## config.mk

```make
export PLATFORM = sky130hd
export DESIGN_NAME = motor_pwm_ramp_with_reversal_flat
export DESIGN_NICKNAME = d
export VERILOG_FILES = /design/src/hdl/mrr_pkg.sv /design/src/hdl/mrr_if.sv /design/src/hdl/mrr_state_ram.sv /design/src/hdl/mrr_step_calc.sv /design/src/hdl/mrr_out_stage.sv /design/src/hdl/motor_pwm_ramp_with_reversal.sv /design/src/flat_wrapper.sv
export SDC_FILE = /design/constraint.sdc
export NUM_CORES = 1
export LEC_CHECK = 0
export ABC_AREA = 1
export BUFFER_PORTS_ARGS = -buffer_cell sky130_fd_sc_hd__buf_2
export CAP_MARGIN = 20
export CORE_MARGIN = 3
export CORE_UTILIZATION = 64
export DETAILED_ROUTE_END_ITERATION = 12
export PLACE_DENSITY = 0.88
export SLEW_MARGIN = 25
export SYNTH_ARGS = -nofsm -noshare
export SYNTH_HDL_FRONTEND = slang
export SYNTH_SLANG_ARGS = --single-unit
```

## constraint.sdc

```tcl
create_clock -name clk_i -period 16.42 [get_ports clk_i]
set_clock_uncertainty 0.2 [all_clocks]
set_input_delay 2.463 -clock clk_i [delete_from_list [all_inputs] [get_ports clk_i]]
set_output_delay 2.463 -clock clk_i [all_outputs]
set_load 0.005 [all_outputs]
```

## src/hdl/mrr_pkg.sv

```systemverilog
// ----------------------------------------------------------------------------
// mrr_pkg - shared types and constants for the motor duty ramp
// Field widths, register codes, sequencer states and the per-motor record.
// ----------------------------------------------------------------------------
package mrr_pkg;

  localparam int DUTY_W  = 16;
  localparam int PER_W   = 8;
  localparam int CFG_W   = 16;
  localparam int MIDX_W  = 2;   // width of motor_index / out_motor fields
  localparam int CIDX_W  = 2;   // width of the register index

  localparam logic [DUTY_W-1:0] RESET_RAMP_STEP   = 16'd420;
  localparam logic [PER_W-1:0]  RESET_RAMP_PERIOD = 8'd50;
  localparam logic [DUTY_W-1:0] RESET_PWM_TOP     = 16'hFFFF;

  localparam logic REQ_TICK = 1'b0;
  localparam logic REQ_SET  = 1'b1;

  typedef enum logic [CIDX_W-1:0] {
    CFG_RAMP_STEP   = 2'd0,
    CFG_RAMP_PERIOD = 2'd1,
    CFG_PWM_TOP     = 2'd2
  } cfg_idx_e;

  typedef enum logic [1:0] {
    ST_IDLE,
    ST_SET,
    ST_SWEEP,
    ST_FLUSH
  } seq_state_e;

  // one memory word per motor
  typedef struct packed {
    logic [DUTY_W-1:0] duty_now;
    logic [DUTY_W-1:0] duty_goal;
    logic              dir_now;
    logic              dir_tgt;
    logic [PER_W-1:0]  step_timer;
    logic              armed;
  } motor_rec_t;

  typedef struct packed {
    logic [MIDX_W-1:0] motor;
    logic [DUTY_W-1:0] duty;
    logic              dir;
    logic              settled;
  } result_t;

endpackage

```

## src/hdl/mrr_if.sv

```systemverilog
// ----------------------------------------------------------------------------
// mrr_if - request and result channels
// Valid/ready channels; a transfer happens when valid and ready are high.
// ----------------------------------------------------------------------------
interface mrr_req_if;
  logic                       valid;
  logic                       ready;
  logic                       req_type;
  logic [mrr_pkg::MIDX_W-1:0] motor_index;
  logic [mrr_pkg::DUTY_W-1:0] goal_duty;
  logic                       goal_direction;

  modport source (output valid, req_type, motor_index, goal_duty, goal_direction,
                  input ready);
  modport sink   (input valid, req_type, motor_index, goal_duty, goal_direction,
                  output ready);
endinterface

interface mrr_res_if;
  logic                       valid;
  logic                       ready;
  logic [mrr_pkg::MIDX_W-1:0] out_motor;
  logic [mrr_pkg::DUTY_W-1:0] duty_value;
  logic                       drive_direction;
  logic                       settled;
  logic                       last_of_tick;

  modport source (output valid, out_motor, duty_value, drive_direction, settled,
                  last_of_tick, input ready);
  modport sink   (input valid, out_motor, duty_value, drive_direction, settled,
                  last_of_tick, output ready);
endinterface

```

## src/hdl/mrr_state_ram.sv

```systemverilog
// ----------------------------------------------------------------------------
// mrr_state_ram - per-motor state memory
// One write and one read port, registered read data; per-entry valid bits
// make unwritten entries read as all zero.
// ----------------------------------------------------------------------------
module mrr_state_ram #(
  parameter int DEPTH = 4,
  parameter int AW    = 2
) (
  input  logic                clk_i,
  input  logic                rst_ni,
  input  logic                rd_en_i,
  input  logic [AW-1:0]       rd_addr_i,
  output mrr_pkg::motor_rec_t rd_data_o,
  input  logic                wr_en_i,
  input  logic [AW-1:0]       wr_addr_i,
  input  mrr_pkg::motor_rec_t wr_data_i
);
  import mrr_pkg::*;

  motor_rec_t             mem [DEPTH];
  logic [DEPTH-1:0]       vld_q;
  motor_rec_t             rd_data_q;
  logic                   rd_vld_q;

  always_ff @(posedge clk_i) begin
    if (wr_en_i) begin
      mem[wr_addr_i] <= wr_data_i;
    end
    if (rd_en_i) begin
      rd_data_q <= mem[rd_addr_i];
    end
  end

  always_ff @(posedge clk_i or negedge rst_ni) begin
    if (!rst_ni) begin
      vld_q    <= '0;
      rd_vld_q <= 1'b0;
    end else begin
      if (wr_en_i) begin
        vld_q[wr_addr_i] <= 1'b1;
      end
      if (rd_en_i) begin
        rd_vld_q <= vld_q[rd_addr_i];
      end
    end
  end

  assign rd_data_o = rd_vld_q ? rd_data_q : '0;

endmodule

```

## src/hdl/mrr_step_calc.sv

```systemverilog
// ----------------------------------------------------------------------------
// mrr_step_calc - timer count-down and one ramp step for one motor
// Combinational update of a motor record read from the state memory.
// ----------------------------------------------------------------------------
module mrr_step_calc (
  input  mrr_pkg::motor_rec_t           cur_i,
  input  logic [mrr_pkg::DUTY_W-1:0]    ramp_step_i,
  input  logic [mrr_pkg::PER_W-1:0]     ramp_period_i,
  output mrr_pkg::motor_rec_t           nxt_o,
  output logic                          fire_o,
  output logic                          settled_o
);
  import mrr_pkg::*;

  logic [DUTY_W-1:0] d, g, s;
  logic [DUTY_W-1:0] up_gap, dn_gap, left;
  logic [DUTY_W-1:0] duty_n;
  logic              dir_n;
  logic              done;

  assign d      = cur_i.duty_now;
  assign g      = cur_i.duty_goal;
  assign s      = ramp_step_i;
  assign up_gap = g - d;
  assign dn_gap = d - g;
  assign left   = s - d;

  // ramp step proper
  always_comb begin
    duty_n = d;
    dir_n  = cur_i.dir_now;
    if (cur_i.dir_now == cur_i.dir_tgt) begin
      if (g > d) begin
        duty_n = (up_gap >= s) ? d + s : g;
      end else if (g < d) begin
        duty_n = (dn_gap >= s) ? d - s : g;
      end
    end else if (d > s) begin
      duty_n = d - s;
    end else begin
      // crossing zero: flip, then spend the leftover upward
      dir_n  = cur_i.dir_tgt;
      duty_n = (left >= g) ? g : left;
    end
  end

  assign done = (duty_n == g) && (dir_n == cur_i.dir_tgt);

  always_comb begin
    nxt_o     = cur_i;
    fire_o    = 1'b0;
    settled_o = 1'b0;
    if (cur_i.armed) begin
      if (cur_i.step_timer > PER_W'(1)) begin
        nxt_o.step_timer = cur_i.step_timer - PER_W'(1);
      end else begin
        fire_o         = 1'b1;
        settled_o      = done;
        nxt_o.duty_now = duty_n;
        nxt_o.dir_now  = dir_n;
        if (done) begin
          nxt_o.armed      = 1'b0;
          nxt_o.step_timer = '0;
        end else begin
          nxt_o.step_timer = ramp_period_i;
        end
      end
    end
  end

endmodule

```

## src/hdl/mrr_out_stage.sv

```systemverilog
// ----------------------------------------------------------------------------
// mrr_out_stage - result holding and output register
// Keeps one result back so the final result of a tick can be marked.
// ----------------------------------------------------------------------------
module mrr_out_stage (
  input  logic             clk_i,
  input  logic             rst_ni,
  input  logic             push_i,
  input  mrr_pkg::result_t push_data_i,
  input  logic             flush_i,
  output logic             push_ok_o,
  output logic             pend_vld_o,
  mrr_res_if.source        res_o
);
  import mrr_pkg::*;

  result_t pend_q, pend_d;
  logic    pend_vld_q, pend_vld_d;
  result_t out_q, out_d;
  logic    out_last_q, out_last_d;
  logic    out_vld_q, out_vld_d;
  logic    out_free;

  assign out_free  = !out_vld_q || res_o.ready;
  assign push_ok_o = !pend_vld_q || out_free;

  always_comb begin
    pend_d     = pend_q;
    pend_vld_d = pend_vld_q;
    out_d      = out_q;
    out_last_d = out_last_q;
    out_vld_d  = out_vld_q && !res_o.ready;
    if (push_i) begin
      if (pend_vld_q) begin
        out_d      = pend_q;
        out_last_d = 1'b0;
        out_vld_d  = 1'b1;
      end
      pend_d     = push_data_i;
      pend_vld_d = 1'b1;
    end else if (flush_i && pend_vld_q && out_free) begin
      out_d      = pend_q;
      out_last_d = 1'b1;
      out_vld_d  = 1'b1;
      pend_vld_d = 1'b0;
    end
  end

  always_ff @(posedge clk_i or negedge rst_ni) begin
    if (!rst_ni) begin
      pend_vld_q <= 1'b0;
      out_vld_q  <= 1'b0;
    end else begin
      pend_vld_q <= pend_vld_d;
      out_vld_q  <= out_vld_d;
    end
  end

  always_ff @(posedge clk_i) begin
    pend_q     <= pend_d;
    out_q      <= out_d;
    out_last_q <= out_last_d;
  end

  assign pend_vld_o            = pend_vld_q;
  assign res_o.valid           = out_vld_q;
  assign res_o.out_motor       = out_q.motor;
  assign res_o.duty_value      = out_q.duty;
  assign res_o.drive_direction = out_q.dir;
  assign res_o.settled         = out_q.settled;
  assign res_o.last_of_tick    = out_last_q;

endmodule

```

## src/hdl/motor_pwm_ramp_with_reversal.sv

```systemverilog
// ----------------------------------------------------------------------------
// motor_pwm_ramp_with_reversal - per-motor duty slew limiter with reversal
// Sequencer around a state memory: set-goal writes and tick sweeps.
// ----------------------------------------------------------------------------
// Set goal: memory read on the transfer, then merged write-back; no result.
// Tick: transfer, then one motor read per cycle unless the sweep stalls, each
//   written back once its read data is back, then one flush state.
// A result is held until the next one or the flush; two waiting results stall
//   the sweep.
// Reset: valid bits clear at once so every motor reads as zero; no clearing pass.
module motor_pwm_ramp_with_reversal #(
  parameter int MOTOR_COUNT = 4
) (
  input  logic                        clk_i,
  input  logic                        rst_ni,
  input  logic                        cfg_we_i,
  input  logic [mrr_pkg::CIDX_W-1:0]  cfg_idx_i,
  input  logic [mrr_pkg::CFG_W-1:0]   cfg_data_i,
  mrr_req_if.sink                     req_i,
  mrr_res_if.source                   res_o
);
  import mrr_pkg::*;

  localparam int AW = (MOTOR_COUNT > 1) ? $clog2(MOTOR_COUNT) : 1;
  localparam logic [AW-1:0] LAST_MOTOR = AW'(MOTOR_COUNT - 1);

  // configuration registers
  logic [DUTY_W-1:0] ramp_step_q;
  logic [PER_W-1:0]  ramp_period_q;
  logic [DUTY_W-1:0] pwm_top_q;

  always_ff @(posedge clk_i or negedge rst_ni) begin
    if (!rst_ni) begin
      ramp_step_q   <= RESET_RAMP_STEP;
      ramp_period_q <= RESET_RAMP_PERIOD;
      pwm_top_q     <= RESET_PWM_TOP;
    end else if (cfg_we_i) begin
      case (cfg_idx_i)
        CFG_RAMP_STEP:   ramp_step_q   <= cfg_data_i;
        CFG_RAMP_PERIOD: ramp_period_q <= cfg_data_i[PER_W-1:0];
        CFG_PWM_TOP:     pwm_top_q     <= cfg_data_i;
        default: ;       // unmapped index: ignored
      endcase
    end
  end

  // sequencer state
  seq_state_e        state_q, state_d;
  logic [AW-1:0]     cnt_q, cnt_d;        // next motor to read in a sweep
  logic              done_q, done_d;      // every motor read issued
  logic              s1_vld_q, s1_vld_d;  // read data is back this cycle
  logic [AW-1:0]     s1_idx_q, s1_idx_d;

  // latched set-goal item, goal already clamped
  logic [AW-1:0]     item_idx_q, item_idx_d;
  logic [DUTY_W-1:0] goal_q, goal_d;
  logic              gdir_q, gdir_d;

  // memory and datapath
  logic              rd_en, wr_en;
  logic [AW-1:0]     rd_addr, wr_addr;
  motor_rec_t        rd_data, wr_data, step_nxt;
  logic              fire, settled;
  logic              push, flush, push_ok, pend_vld;
  logic              s1_go, advance;
  logic              in_range;
  result_t           push_data;

  assign in_range = 32'(req_i.motor_index) < MOTOR_COUNT;

  mrr_state_ram #(
    .DEPTH (MOTOR_COUNT),
    .AW    (AW)
  ) u_ram (
    .clk_i     (clk_i),
    .rst_ni    (rst_ni),
    .rd_en_i   (rd_en),
    .rd_addr_i (rd_addr),
    .rd_data_o (rd_data),
    .wr_en_i   (wr_en),
    .wr_addr_i (wr_addr),
    .wr_data_i (wr_data)
  );

  mrr_step_calc u_step (
    .cur_i         (rd_data),
    .ramp_step_i   (ramp_step_q),
    .ramp_period_i (ramp_period_q),
    .nxt_o         (step_nxt),
    .fire_o        (fire),
    .settled_o     (settled)
  );

  assign push_data.motor   = MIDX_W'(s1_idx_q);
  assign push_data.duty    = step_nxt.duty_now;
  assign push_data.dir     = step_nxt.dir_now;
  assign push_data.settled = settled;

  mrr_out_stage u_out (
    .clk_i       (clk_i),
    .rst_ni      (rst_ni),
    .push_i      (push),
    .push_data_i (push_data),
    .flush_i     (flush),
    .push_ok_o   (push_ok),
    .pend_vld_o  (pend_vld),
    .res_o       (res_o)
  );

  // sweep stage advances unless a result has nowhere to go
  assign s1_go   = !s1_vld_q || !fire || push_ok;
  assign advance = (state_q == ST_SWEEP) && s1_go;

  always_comb begin
    state_d     = state_q;
    cnt_d       = cnt_q;
    done_d      = done_q;
    s1_vld_d    = s1_vld_q;
    s1_idx_d    = s1_idx_q;
    item_idx_d  = item_idx_q;
    goal_d      = goal_q;
    gdir_d      = gdir_q;
    req_i.ready = 1'b0;
    rd_en       = 1'b0;
    rd_addr     = cnt_q;
    wr_en       = 1'b0;
    wr_addr     = s1_idx_q;
    wr_data     = step_nxt;
    push        = 1'b0;
    flush       = 1'b0;

    case (state_q)
      ST_IDLE: begin
        // ready is high here, so valid alone marks the transfer
        req_i.ready = 1'b1;
        if (req_i.valid) begin
          item_idx_d = AW'(req_i.motor_index);
          goal_d     = (req_i.goal_duty > pwm_top_q) ? pwm_top_q : req_i.goal_duty;
          gdir_d     = req_i.goal_direction;
          if (req_i.req_type == REQ_SET) begin
            if (in_range) begin
              rd_en   = 1'b1;
              rd_addr = AW'(req_i.motor_index);
              state_d = ST_SET;
            end
          end else begin
            cnt_d    = '0;
            done_d   = 1'b0;
            s1_vld_d = 1'b0;
            state_d  = ST_SWEEP;
          end
        end
      end

      ST_SET: begin
        // keep the running duty and direction, replace goal, target direction and timer, and arm
        wr_en              = 1'b1;
        wr_addr            = item_idx_q;
        wr_data            = rd_data;
        wr_data.duty_goal  = goal_q;
        wr_data.dir_tgt    = gdir_q;
        wr_data.step_timer = ramp_period_q;
        wr_data.armed      = 1'b1;
        state_d            = ST_IDLE;
      end

      ST_SWEEP: begin
        if (s1_vld_q && s1_go) begin
          wr_en = 1'b1;
          push  = fire;
        end
        if (advance) begin
          if (!done_q) begin
            rd_en    = 1'b1;
            s1_vld_d = 1'b1;
            s1_idx_d = cnt_q;
            if (cnt_q == LAST_MOTOR) begin
              done_d = 1'b1;
            end else begin
              cnt_d = cnt_q + AW'(1);
            end
          end else begin
            s1_vld_d = 1'b0;
            state_d  = ST_FLUSH;
          end
        end
      end

      ST_FLUSH: begin
        if (!pend_vld) begin
          state_d = ST_IDLE;
        end else begin
          flush = push_ok;
          if (push_ok) begin
            state_d = ST_IDLE;
          end
        end
      end

      default: state_d = ST_IDLE;
    endcase
  end

  always_ff @(posedge clk_i or negedge rst_ni) begin
    if (!rst_ni) begin
      state_q  <= ST_IDLE;
      cnt_q    <= '0;
      done_q   <= 1'b0;
      s1_vld_q <= 1'b0;
    end else begin
      state_q  <= state_d;
      cnt_q    <= cnt_d;
      done_q   <= done_d;
      s1_vld_q <= s1_vld_d;
    end
  end

  always_ff @(posedge clk_i) begin
    s1_idx_q   <= s1_idx_d;
    item_idx_q <= item_idx_d;
    goal_q     <= goal_d;
    gdir_q     <= gdir_d;
  end

`ifndef ASSERT_OFF
  // reads and write-backs never touch the same motor in one cycle
  a_no_rw_clash: assert property (@(posedge clk_i) disable iff (!rst_ni)
    (rd_en && wr_en) |-> (rd_addr != wr_addr))
    else $error("state memory read and write hit the same entry");

  // no held result is left over from a tick once the sequencer is idle
  a_idle_empty: assert property (@(posedge clk_i) disable iff (!rst_ni)
    (state_q == ST_IDLE) |-> !pend_vld)
    else $error("held result left over in idle");

  // set goal write-back is followed by idle in the next cycle
  a_set_one: assert property (@(posedge clk_i) disable iff (!rst_ni)
    (state_q == ST_SET) |=> (state_q == ST_IDLE))
    else $error("set goal did not return to idle");

  // results only come out of live sweep data
  a_push_src: assert property (@(posedge clk_i) disable iff (!rst_ni)
    push |-> ((state_q == ST_SWEEP) && s1_vld_q && wr_en))
    else $error("result pushed without a write-back");
`endif

endmodule

```

## src/flat_wrapper.sv

```systemverilog
// flat-port wrapper written by rule: the top's interface ports become plain ports
module motor_pwm_ramp_with_reversal_flat import mrr_pkg::*;
#(
  parameter int MOTOR_COUNT = 4
)
  (clk_i, rst_ni, cfg_we_i, cfg_idx_i, cfg_data_i, req_i_valid, req_i_req_type, req_i_motor_index, req_i_goal_duty, req_i_goal_direction, req_i_ready, res_o_valid, res_o_out_motor, res_o_duty_value, res_o_drive_direction, res_o_settled, res_o_last_of_tick, res_o_ready);
  mrr_req_if req_i_i ();
  mrr_res_if res_o_i ();
  input  logic clk_i;
  input  logic rst_ni;
  input  logic cfg_we_i;
  input  logic [mrr_pkg::CIDX_W-1:0] cfg_idx_i;
  input  logic [mrr_pkg::CFG_W-1:0] cfg_data_i;
  input wire logic [$bits(req_i_i.valid)-1:0] req_i_valid;
  input wire logic [$bits(req_i_i.req_type)-1:0] req_i_req_type;
  input wire logic [$bits(req_i_i.motor_index)-1:0] req_i_motor_index;
  input wire logic [$bits(req_i_i.goal_duty)-1:0] req_i_goal_duty;
  input wire logic [$bits(req_i_i.goal_direction)-1:0] req_i_goal_direction;
  output wire logic [$bits(req_i_i.ready)-1:0] req_i_ready;
  output wire logic [$bits(res_o_i.valid)-1:0] res_o_valid;
  output wire logic [$bits(res_o_i.out_motor)-1:0] res_o_out_motor;
  output wire logic [$bits(res_o_i.duty_value)-1:0] res_o_duty_value;
  output wire logic [$bits(res_o_i.drive_direction)-1:0] res_o_drive_direction;
  output wire logic [$bits(res_o_i.settled)-1:0] res_o_settled;
  output wire logic [$bits(res_o_i.last_of_tick)-1:0] res_o_last_of_tick;
  input wire logic [$bits(res_o_i.ready)-1:0] res_o_ready;
  assign req_i_i.valid = req_i_valid;
  assign req_i_i.req_type = req_i_req_type;
  assign req_i_i.motor_index = req_i_motor_index;
  assign req_i_i.goal_duty = req_i_goal_duty;
  assign req_i_i.goal_direction = req_i_goal_direction;
  assign req_i_ready = req_i_i.ready;
  assign res_o_valid = res_o_i.valid;
  assign res_o_out_motor = res_o_i.out_motor;
  assign res_o_duty_value = res_o_i.duty_value;
  assign res_o_drive_direction = res_o_i.drive_direction;
  assign res_o_settled = res_o_i.settled;
  assign res_o_last_of_tick = res_o_i.last_of_tick;
  assign res_o_i.ready = res_o_ready;
  motor_pwm_ramp_with_reversal #(.MOTOR_COUNT(MOTOR_COUNT)) u_core (.clk_i(clk_i), .rst_ni(rst_ni), .cfg_we_i(cfg_we_i), .cfg_idx_i(cfg_idx_i), .cfg_data_i(cfg_data_i), .req_i(req_i_i), .res_o(res_o_i));
endmodule
```

==> results by stage <==
Worst setup path:
- The type of element launching the critical path is a register.
- The class of the most critical setup path is reg -> reg.
- STA puts the critical path data required time at ~17 ns.
- The critical path endpoint category is a register.
- The dominant cell type by count on the critical path is sky130_fd_sc_hd__nand2_1.
- The highest net fanout along the worst path is 53.
- Data on the critical path arrives at its endpoint at between 7 and 8 ns.
- The cell with the largest stage delay on the worst path is sky130_fd_sc_hd__buf_4.
- The biggest cell delay along the critical path is 0.55 ns.

Clock tree:
- The maximum buffer depth of the clock tree is 3.
- The number of buffers added to fix hold violations after cts is 0.
- The later pin in the worst-skew pair is clocked with a latency of 0.60 ns.
- CTS placed an instance of sky130_fd_sc_hd__clkbuf_16 at the clock tree root.
- The number of H-tree branching levels is 1.
- The count of buffers added by post-CTS timing repair for setup is 0.
- The clock-pin slew on the worst setup and hold paths is around 0.07 ns.
- The total clock buffers created by CTS is 31.
- The number of clock sinks seen by CTS is 330.
- The TritonCTS clock tree is yes.
- Gates resized during post-CTS repair numbered 0.

Timing:
- The number of failing hold endpoints at the final stage was 0.
- Counting I/O delays and the setup requirement, the final critical path takes 7.62 ns.
- The count of final setup violators is 0.
- Setup repair after global routing left no endpoint under its margin.
- Dividing the final minimum period by the clock period gives 0.464.
- The measured slew at the worst slew-check pin is ~1 ns.
- The peak clock frequency supported by timing is approximately 130 MHz.
- Adding up every negative setup slack in the final design gives 0 ns.
- Measured against its own limit, the worst slew margin works out to 0.338.
- The final number of max-transition violations is 0.

Yosys:
- Counting flops and latches in the post-synthesis netlist gives 330.
- Synthesis produced a netlist whose cell count is 2,406.
- The fraction of registers with async set or reset after synthesis is 0.161.
- The number of synthesized flops with an enable pin is 277.
- The number of warning messages in the yosys log is 0.
- The most common flop cell mapped by yosys is sky130_fd_sc_hd__edfxtp_1.
- The net count after synthesis is 2,594.
- The post-synthesis instance area is just over 20,000 um2.
- The sequential cell area fraction in the yosys report is 0.474.
- The post-synthesis cell type count is approximately 60.
- The average cell area after synthesis is 8.49 um2.

Floorplanning:
- The die extent in y is 185 um.
- The initial cell density of the core is 0.659.
- The number of ports placed on the die boundary is 66.
- Row generation in the floorplan step produced 64 rows.
- The die width is 185 um.
- The placeable core area is 31,000 um2.
- The floorplan step defined a die boundary enclosing 34,100 um2.

Routing:
- The detailed router finished its first iteration with about 2,900 violations.
- The via density per instance is 6.62.
- The routed via count is between 15,000 and 20,000.
- The remaining antenna violation count after routing is 0.
- The routed wire length is 70,700 um.
- The count of TritonRoute iterations in the first routing pass is 6.
- The DRC violations left is 0.
- After detailed routing, the average wire length per cell comes to 24.8 um.

Cells and area:
- The library cells used most frequently in the layout, excluding fill and tap cells, are 610 x sky130_fd_sc_hd__nand2_1, 277 x sky130_fd_sc_hd__edfxtp_1, 254 x sky130_fd_sc_hd__inv_1.
- Summing all multi-input logic gate instances after layout gives 9340 um2.
- Relative to the synthesized area, the layout overhead comes to 7.57%.
- 0 antenna diodes ended up in the layout.
- The flip-flop and latch area is between 9000 and 10,000 um2.
- Fill cells in the final layout number 2,236.
- Excluding fillers, the count of instances in the completed layout stands at between 2,000 and 3,000.
- The library cell used most frequently in the layout, excluding fill and tap cells, is sky130_fd_sc_hd__nand2_1.
- For this run, the post-layout net count is 2,617.
- Of the cells placed in the final design, the portion with a size suffix greater than 1 is 0.0929.

Hold path:
- The type of the tightest min-delay check is reg -> reg.

Placement:
- The final weighted congestion of routability-driven global placement is about 1.1.
- Input and output buffers added on the ports amount to 65.
- Summed over all nets, the half-perimeter wirelength after detailed placement is 49,200 um.
- Counting tap cells, the placed design contains a total of 2,792 instances.

Run status:
- The flow ran to the end, and the final reports show no timing, DRC or antenna violations.

GRT:
- The initial antenna violation count is 0.
- Entering global routing, the biggest net connects 92 pins.
- The number of global-route vias before repair is 17,900.
- In the global route stage, overall resource usage came out at 0.409.
- The first global-routing pass estimated between 100,000 and 150,000 um of wire.
- The global route total overflow is 0.

Run:
- The tool flagged a number of max-cap violations equal to 0.
## cells in the mapped netlist, types with 5 or more instances
cell type / n / area (um2)
sky130_fd_sc_hd__edfxtp_1: 277 / 8320
sky130_fd_sc_hd__dfrtp_1: 30 / 751
sky130_fd_sc_hd__nand2_1: 611 / 2290
sky130_fd_sc_hd__clkbuf_2: 5 / 25.0
sky130_fd_sc_hd__o22ai_1: 43 / 269
sky130_fd_sc_hd__o21bai_1: 6 / 45.0
sky130_fd_sc_hd__dfstp_2: 23 / 604
sky130_fd_sc_hd__nand2_2: 18 / 113
sky130_fd_sc_hd__nand2_4: 5 / 56.3
sky130_fd_sc_hd__ha_1: 143 / 1790
sky130_fd_sc_hd__nand3_2: 8 / 80.1
sky130_fd_sc_hd__buf_4: 9 / 67.6
sky130_fd_sc_hd__buf_2: 21 / 105
sky130_fd_sc_hd__xnor2_1: 11 / 96.3
sky130_fd_sc_hd__a31oi_1: 7 / 43.8
sky130_fd_sc_hd__nand3_1: 143 / 716
sky130_fd_sc_hd__nand4_1: 39 / 244
sky130_fd_sc_hd__inv_1: 256 / 961
sky130_fd_sc_hd__o211ai_1: 7 / 52.6
sky130_fd_sc_hd__clkbuf_1: 51 / 191
sky130_fd_sc_hd__nor3_1: 11 / 55.1
sky130_fd_sc_hd__buf_6: 6 / 67.6
sky130_fd_sc_hd__nor2_1: 207 / 777
sky130_fd_sc_hd__o21ai_1: 11 / 55.1
sky130_fd_sc_hd__o21ai_0: 224 / 1120
sky130_fd_sc_hd__a21oi_1: 135 / 676
sky130_fd_sc_hd__xor2_1: 33 / 289
sky130_fd_sc_hd__or2_2: 6 / 37.5
sky130_fd_sc_hd__inv_2: 12 / 45.0
## logic make-up (layout without fill, tap and decap cells)
| logic type | count (synthesis) | count (layout) | synth area share |
|---|---|---|---|
| xor+xnor | 45 | 45 | 0.0202 |
| flops | 330 | 330 | 0.474 |
| simple gates | 1067 | 1067 | 0.223 |
| compound gates | 457 | 457 | 0.121 |
| fa+ha+maj | 145 | 145 | 0.0895 |
| buf+inv | 362 | 410 | 0.0720 |
## per-stage QoR
step | util | area, um2 | setup WS (ns) | hold WS, ns
global route | 0.709 | 22000 | 8.48 | 0.235
floorplan | - | 20400 | 9.80 | 0.200
finish | 0.709 | 22000 | 8.80 | 0.206
global placement | 0.677 | 21000 | 9.34 | 0.202
CTS | 0.709 | 22000 | 9.05 | 0.203
detailed placement | 0.677 | 21000 | 9.18 | 0.205
## critical path: cells and delay by family (launching register included)
| kind | cells | cell delay [ns] |
|---|---|---|
| buf+inv | 3 | 1.03 |
| fa+ha+maj | 3 | 1.03 |
| simple gates | 20 | 2.81 |
| compound gates | 8 | 1.66 |
| flops | 1 | 0.36 |
| xor+xnor | 1 | 0.19 |
## sequential cells by signal, indices dropped and copies added (netlist names), 4 cells and up
register                       flops
u_core.goal_q                     16
u_core.pwm_top_q                  16
u_core.ramp_period_q               8
u_core.ramp_step_q                16
u_core.u_out.pend_q               20
u_core.u_out.res_o.duty_value     16
u_core.u_ram.mem                 172
u_core.u_ram.rd_data_q            43
u_core.u_ram.vld_q                 4
## area by class of cell
cell class	instances	share of cell area
clock buffer	34	0.0358
clock inverter	24	0.00968
inverter	270	0.0461
multi-input combinational	1714	0.425
sequential	330	0.440
tap	396	0.0225
timing repair buffer	82	0.0206
## path summary, 6_finish.rpt
check                                       start                            endpoint  slack [ns]  cells after the start
min in group asynchronous                  rst_ni                   u_core.state_q[0]        1.81                      2
min                        u_core.u_out.pend_q[1]  u_core.u_out.res_o.drive_direction        0.21                      0
min reg2reg                u_core.u_out.pend_q[1]  u_core.u_out.res_o.drive_direction        0.21                      0
max reg2reg                 u_core.u_ram.rd_vld_q              u_core.u_ram.mem[3][7]        8.80                     35
max in group asynchronous                  rst_ni               u_core.u_ram.rd_vld_q       13.68                      2
max                         u_core.u_ram.rd_vld_q              u_core.u_ram.mem[3][7]        8.80                     35
## per-layer routing
| metal | track usage | vias to the layer above | wire length (um) |
|---|---|---|---|
| li1 | - | 8157 | - |
| met1 | 0.536 | 8735 | 25400 |
| met2 | 0.664 | 1621 | 32400 |
| met3 | 0.0649 | 342 | 8010 |
| met4 | 0.213 | 0 | 4970 |
| met5 | 0 | - | 0 |
Power is not shown: default switching activity piles up to over one toggle a cycle in this logic, so the estimate is an artifact.
